$ cat src/hw/rtl/lts_pkg.sv
// Package for the LIS length stream block: field widths and default depth.
// Used by the channel interfaces, the tail cell and the top level.
package lts_pkg;

  // Field widths fixed by the word formats
  localparam int VALUE_W = 32;
  localparam int LEN_W   = 9;

  // Default number of tail cells
  localparam int MAX_TAILS_DEF = 256;

  // Per-cell status handed to the top level
  typedef struct packed {
    logic hit;     // cell is free or its tail is >= the incoming value
    logic append;  // value lands in the first free cell
  } cell_status_t;

endpackage

$ cat src/hw/rtl/lts_cell.sv
// One tail cell of the patience chain: holds one tail and compares it.
// Depends on lts_pkg for widths and the status struct.
module lts_cell #(
  parameter int INDEX = 0,
  parameter int CNT_W = 9
) (
  input  logic                               clk,
  input  logic                               take_en,
  input  logic signed [lts_pkg::VALUE_W-1:0] value,
  input  logic [CNT_W-1:0]                   count,
  input  logic                               prev_hit,
  output lts_pkg::cell_status_t              status
);
  import lts_pkg::*;

  logic signed [VALUE_W-1:0] tail;
  logic                      occupied;
  logic                      hit;
  logic                      first_hit;

  // Compare against the held tail; a free cell always hits
  assign occupied  = CNT_W'(INDEX) < count;
  assign hit       = !occupied || (tail >= value);
  assign first_hit = hit && !prev_hit;

  assign status.hit    = hit;
  assign status.append = first_hit && !occupied;

  // Replace or fill the tail when this is the first hitting cell
  always_ff @(posedge clk) begin
    if (take_en && first_hit) begin
      tail <= value;
    end
  end

endmodule

$ cat config.mk
export PLATFORM = sky130hd
export DESIGN_NAME = lts_cell
export DESIGN_NICKNAME = d
export VERILOG_FILES = /design/src/hw/rtl/lts_pkg.sv /design/src/hw/rtl/lts_cell.sv
export SDC_FILE = /design/constraint.sdc
export NUM_CORES = 1
export LEC_CHECK = 0
export BUFFER_PORTS_ARGS = -buffer_cell sky130_fd_sc_hd__buf_2
export CAP_MARGIN = 10
export CORE_ASPECT_RATIO = 1.75
export CORE_MARGIN = 2
export CORE_UTILIZATION = 45
export DETAILED_ROUTE_END_ITERATION = 12
export PLACE_DENSITY = 0.79
export SETUP_SLACK_MARGIN = 0.2
export SLEW_MARGIN = 20
export SYNTH_ARGS = -nofsm -noshare
export SYNTH_HDL_FRONTEND = slang
export SYNTH_SLANG_ARGS = --single-unit
$ cat constraint.sdc
create_clock -name clk -period 4.1 [get_ports clk]
set_input_delay 0.615 -clock clk [delete_from_list [all_inputs] [get_ports clk]]
set_output_delay 0.615 -clock clk [all_outputs]
set_load 0.01 [all_outputs]
==> flow_summary.rst <==
.. list-table::
   :header-rows: 1

   * - Metric
     - Value
   * - Outcome
     - finished, final reports clean
   * - Ratio of routed vias to standard cells
     - 5.20
   * - Cell count after synthesis
     - 159
   * - Clock Sink Count
     - 32
   * - Clock tree buffer depth
     - 2
   * - GRT Residual Overflow
     - 0
   * - Maximum fanout along the worst path
     - 4
   * - Netlist Area Pre-Place
     - 1850 sq um
   * - Diode insertion count for antenna repair
     - 0
   * - Overall power
     - 0.000788 W
   * - Worst Hold Depth
     - 1
   * - P per Cell Area
     - 349 nW/um^2
   * - Synth cell types
     - 25
   * - Worst endpoint data arrival time
     - 2.77 ns
   * - Length of the first detailed-routing pass in iterations
     - 4
   * - Startpoint types
     - input port
   * - Number of antenna violations at the first check in global routing
     - 0
   * - Sequential fraction of the synthesis area
     - 0.520
   * - DRC violation count after routing
     - 0
   * - Routability congestion estimate from global placement
     - 0.767
   * - Die outline height
     - 88.7 microns
   * - Part of the cycle the worst path needs
     - 0.827
   * - Number of standard-cell rows in the floorplan
     - 30
   * - Total negative slack
     - 0 ns
   * - Final critical path time including I/O delays and setup
     - 3.39 ns
   * - Core footprint
     - 3900 sq um
   * - Post-detailed-placement half-perimeter wirelength
     - 2650 microns
   * - Post-cts repair resize count
     - 0
   * - Cell class contributing the biggest share of worst-path delay
     - simple AND/OR/NAND/NOR gates
   * - Die X-Extent
     - 52.4 microns
   * - Via count
     - 1351
   * - Post-CTS Setup Bufs
     - 0
   * - Peak VDD IR
     - 267 uV
   * - Number of nets in the finished design
     - 287
   * - Detailed Route Iter0 Violations
     - 17
   * - RSZ-0062 raised after global routing
     - false
   * - Vias in the first global route
     - 1397
   * - Number of flip-flops and latches in the synthesized netlist
     - 32
   * - Critical path depth
     - 10
   * - Slowest cell on crit path
     - sky130_fd_sc_hd__or3_1
   * - Fill cell total of the finished layout
     - 349
   * - Path class of the lowest-slack min-delay path
     - in2reg
   * - Critical-path cell list
     - buf_2 -> inv_1 -> ha_1 -> nand4_1 -> nor2_1 -> a221o_1 -> or3_1 -> a21oi_2 -> mux2_1 -> buf_2
   * - Register-to-Register Path Depth
     - 7
   * - CTS tree
     - yes
   * - Root Buffer
     - sky130_fd_sc_hd__clkbuf_8
   * - Wirelength per Cell
     - 13.4 microns
   * - Met2 track utilization from global routing
     - 0.307
   * - Global-route wire length before repair
     - 5880 microns
   * - Final setup violation count
     - 0
   * - Setup CP Type
     - in2out
   * - Antenna Violating Nets Remaining
     - 0
   * - Die outline area
     - 4650 sq um
   * - Effective utilization at floorplan
     - 0.473
   * - Layout cell share with drive strength beyond 1
     - 0.269
   * - CTS Hold Buffers Added
     - 0
   * - Maximum level of the CTS H-tree
     - 2
   * - Aggregate routed wire length
     - 3480 microns
   * - Layout overhead on the synthesized area
     - 22.1%
   * - Placement Setup Slack
     - 0.781 ns
   * - Number of flip-flops in the largest register
     - 32
   * - Slew of the pin with the lowest slew margin
     - 0.414 ns
   * - Highest-utilization routing layer at the global route stage
     - met2
   * - Maximum number of pins on one net before global-route repair
     - 33
   * - Most common library cell in the layout ignoring fill and taps
     - sky130_fd_sc_hd__buf_2
   * - WP data required
     - 3.48 ns
   * - Port-buffer cells
     - 45
   * - Synthesized area divided by synthesized cell count
     - 11.6 sq um
   * - Final worst setup slack
     - 0.710 ns
   * - Reg clk slew, reported paths
     - 0.07 ns
   * - Total buffers and inverters traversed by the critical path
     - 3
   * - Max Slew Vio Count
     - 0
   * - Critical Path Max Stage Delay
     - 0.43 ns
   * - Endpoint class of the critical path
     - primary output
   * - Worst-Skew Late Latency
     - 0.29 ns
   * - Net count of the mapped netlist
     - 235
   * - Tightest slew margin relative to the limit
     - 0.724
   * - Cell occurring most often along the worst timing path
     - sky130_fd_sc_hd__buf_2
   * - Met3 routing resource usage after global routing
     - 0.0473
   * - Max Cap Violations
     - 0
   * - Highest attainable clock frequency
     - 295 MHz
   * - Aggregate global-route resource usage
     - 0.175
   * - GRT met1 Usage
     - 0.186
   * - Setup skew after layout
     - 0.00701 ns
   * - Endpoints failing hold
     - 0
   * - Registers with the most flip-flops
     - tail x32
   * - Number of buffers created by CTS
     - 5
   * - Leakage power summed over all cells
     - 1.06 nW
   * - Total I/O pin count
     - 46
   * - Commonest cells after routing, fill and taps aside
     - 45 x sky130_fd_sc_hd__buf_2, 34 x sky130_fd_sc_hd__inv_1, 32 x sky130_fd_sc_hd__ha_1, 32 x sky130_fd_sc_hd__edfxtp_1, 13 x sky130_fd_sc_hd__a21oi_1
   * - Top reg by flops
     - tail
   * - Synth Warn #
     - 0
[final cells by class]
cell class | instances | area, sq um | share of cell area
clock inverter | 2 | 35.0 | 0.0155
timing repair buffer | 46 | 233 | 0.103
sequential | 32 | 961 | 0.426
inverter | 34 | 128 | 0.0566
tap | 48 | 60.1 | 0.0266
clock buffer | 6 | 72.6 | 0.0322
multi-input combinational | 92 | 766 | 0.340
[logic make-up after synthesis]
logic type | synth area share
buffers and inverters | 0.0732
adder cells (fa/ha/maj) | 0.217
AND/OR/NAND/NOR | 0.0915
flip-flops | 0.520
AO/OA/AOI/OAI | 0.0921
multiplexers | 0.00610
[synthesized netlist by cell type]
cell type | number | area [sq um]
sky130_fd_sc_hd__o211ai_1 | 2 | 15.0
sky130_fd_sc_hd__mux2_1 | 1 | 11.3
sky130_fd_sc_hd__nand4_1 | 8 | 50.1
sky130_fd_sc_hd__a211oi_1 | 2 | 15.0
sky130_fd_sc_hd__o21ai_1 | 1 | 5.00
sky130_fd_sc_hd__ha_1 | 32 | 400
sky130_fd_sc_hd__a31oi_1 | 1 | 6.26
sky130_fd_sc_hd__o21ai_0 | 2 | 10.0
sky130_fd_sc_hd__or3_1 | 1 | 6.26
sky130_fd_sc_hd__buf_4 | 1 | 7.51
sky130_fd_sc_hd__a311o_1 | 1 | 10.0
sky130_fd_sc_hd__inv_1 | 34 | 128
sky130_fd_sc_hd__a21oi_1 | 13 | 65.1
sky130_fd_sc_hd__a2111oi_0 | 1 | 8.76
sky130_fd_sc_hd__nor4_1 | 3 | 18.8
sky130_fd_sc_hd__a221o_1 | 1 | 10.0
sky130_fd_sc_hd__nand3_1 | 3 | 15.0
sky130_fd_sc_hd__edfxtp_1 | 32 | 961
sky130_fd_sc_hd__a21o_1 | 1 | 7.51
sky130_fd_sc_hd__nor2b_1 | 2 | 12.5
sky130_fd_sc_hd__nor4_2 | 1 | 12.5
sky130_fd_sc_hd__a21oi_2 | 2 | 17.5
sky130_fd_sc_hd__nand2_1 | 9 | 33.8
sky130_fd_sc_hd__nor3_1 | 1 | 5.00
sky130_fd_sc_hd__nor2_1 | 4 | 15.0
[path summary, 6_finish.rpt]
check	startpoint	end	slack [ns]
min	value[4]	tail[4]$_DFFE_PP_	0.52
max reg2reg	tail[31]$_DFFE_PP_	tail[14]$_DFFE_PP_	1.16
min reg2reg	tail[31]$_DFFE_PP_	tail[11]$_DFFE_PP_	1.13
max	value[14]	status[1]	0.71
[power breakdown]
group          total [W]  leakage [nW]  internal (W)  switching (W)
combinational   0.000109         0.706     0.0000487      0.0000606
clock           0.000296        0.0552      0.000180       0.000116
sequential      0.000383         0.295      0.000379     0.00000402
total           0.000788          1.06      0.000607       0.000180
[per-layer routing]
layer	routed length (microns)	vias to the layer above
li1	-	680
met1	1360	621
met2	1840	43
met3	177	7
met4	103	0
met5	0	-
[stage by stage]
stage	utilization	area [sq um]	hold slack, ns	std cells
after floorplan	-	1850	0.714	159
final	0.578	2250	0.516	260
after detailed placement	0.550	2150	0.807	252
after global placement	0.550	2150	0.806	252
after global routing	0.578	2250	0.506	260
after CTS	0.578	2250	0.508	260
Note: power is estimated with default switching activity, not from simulation.
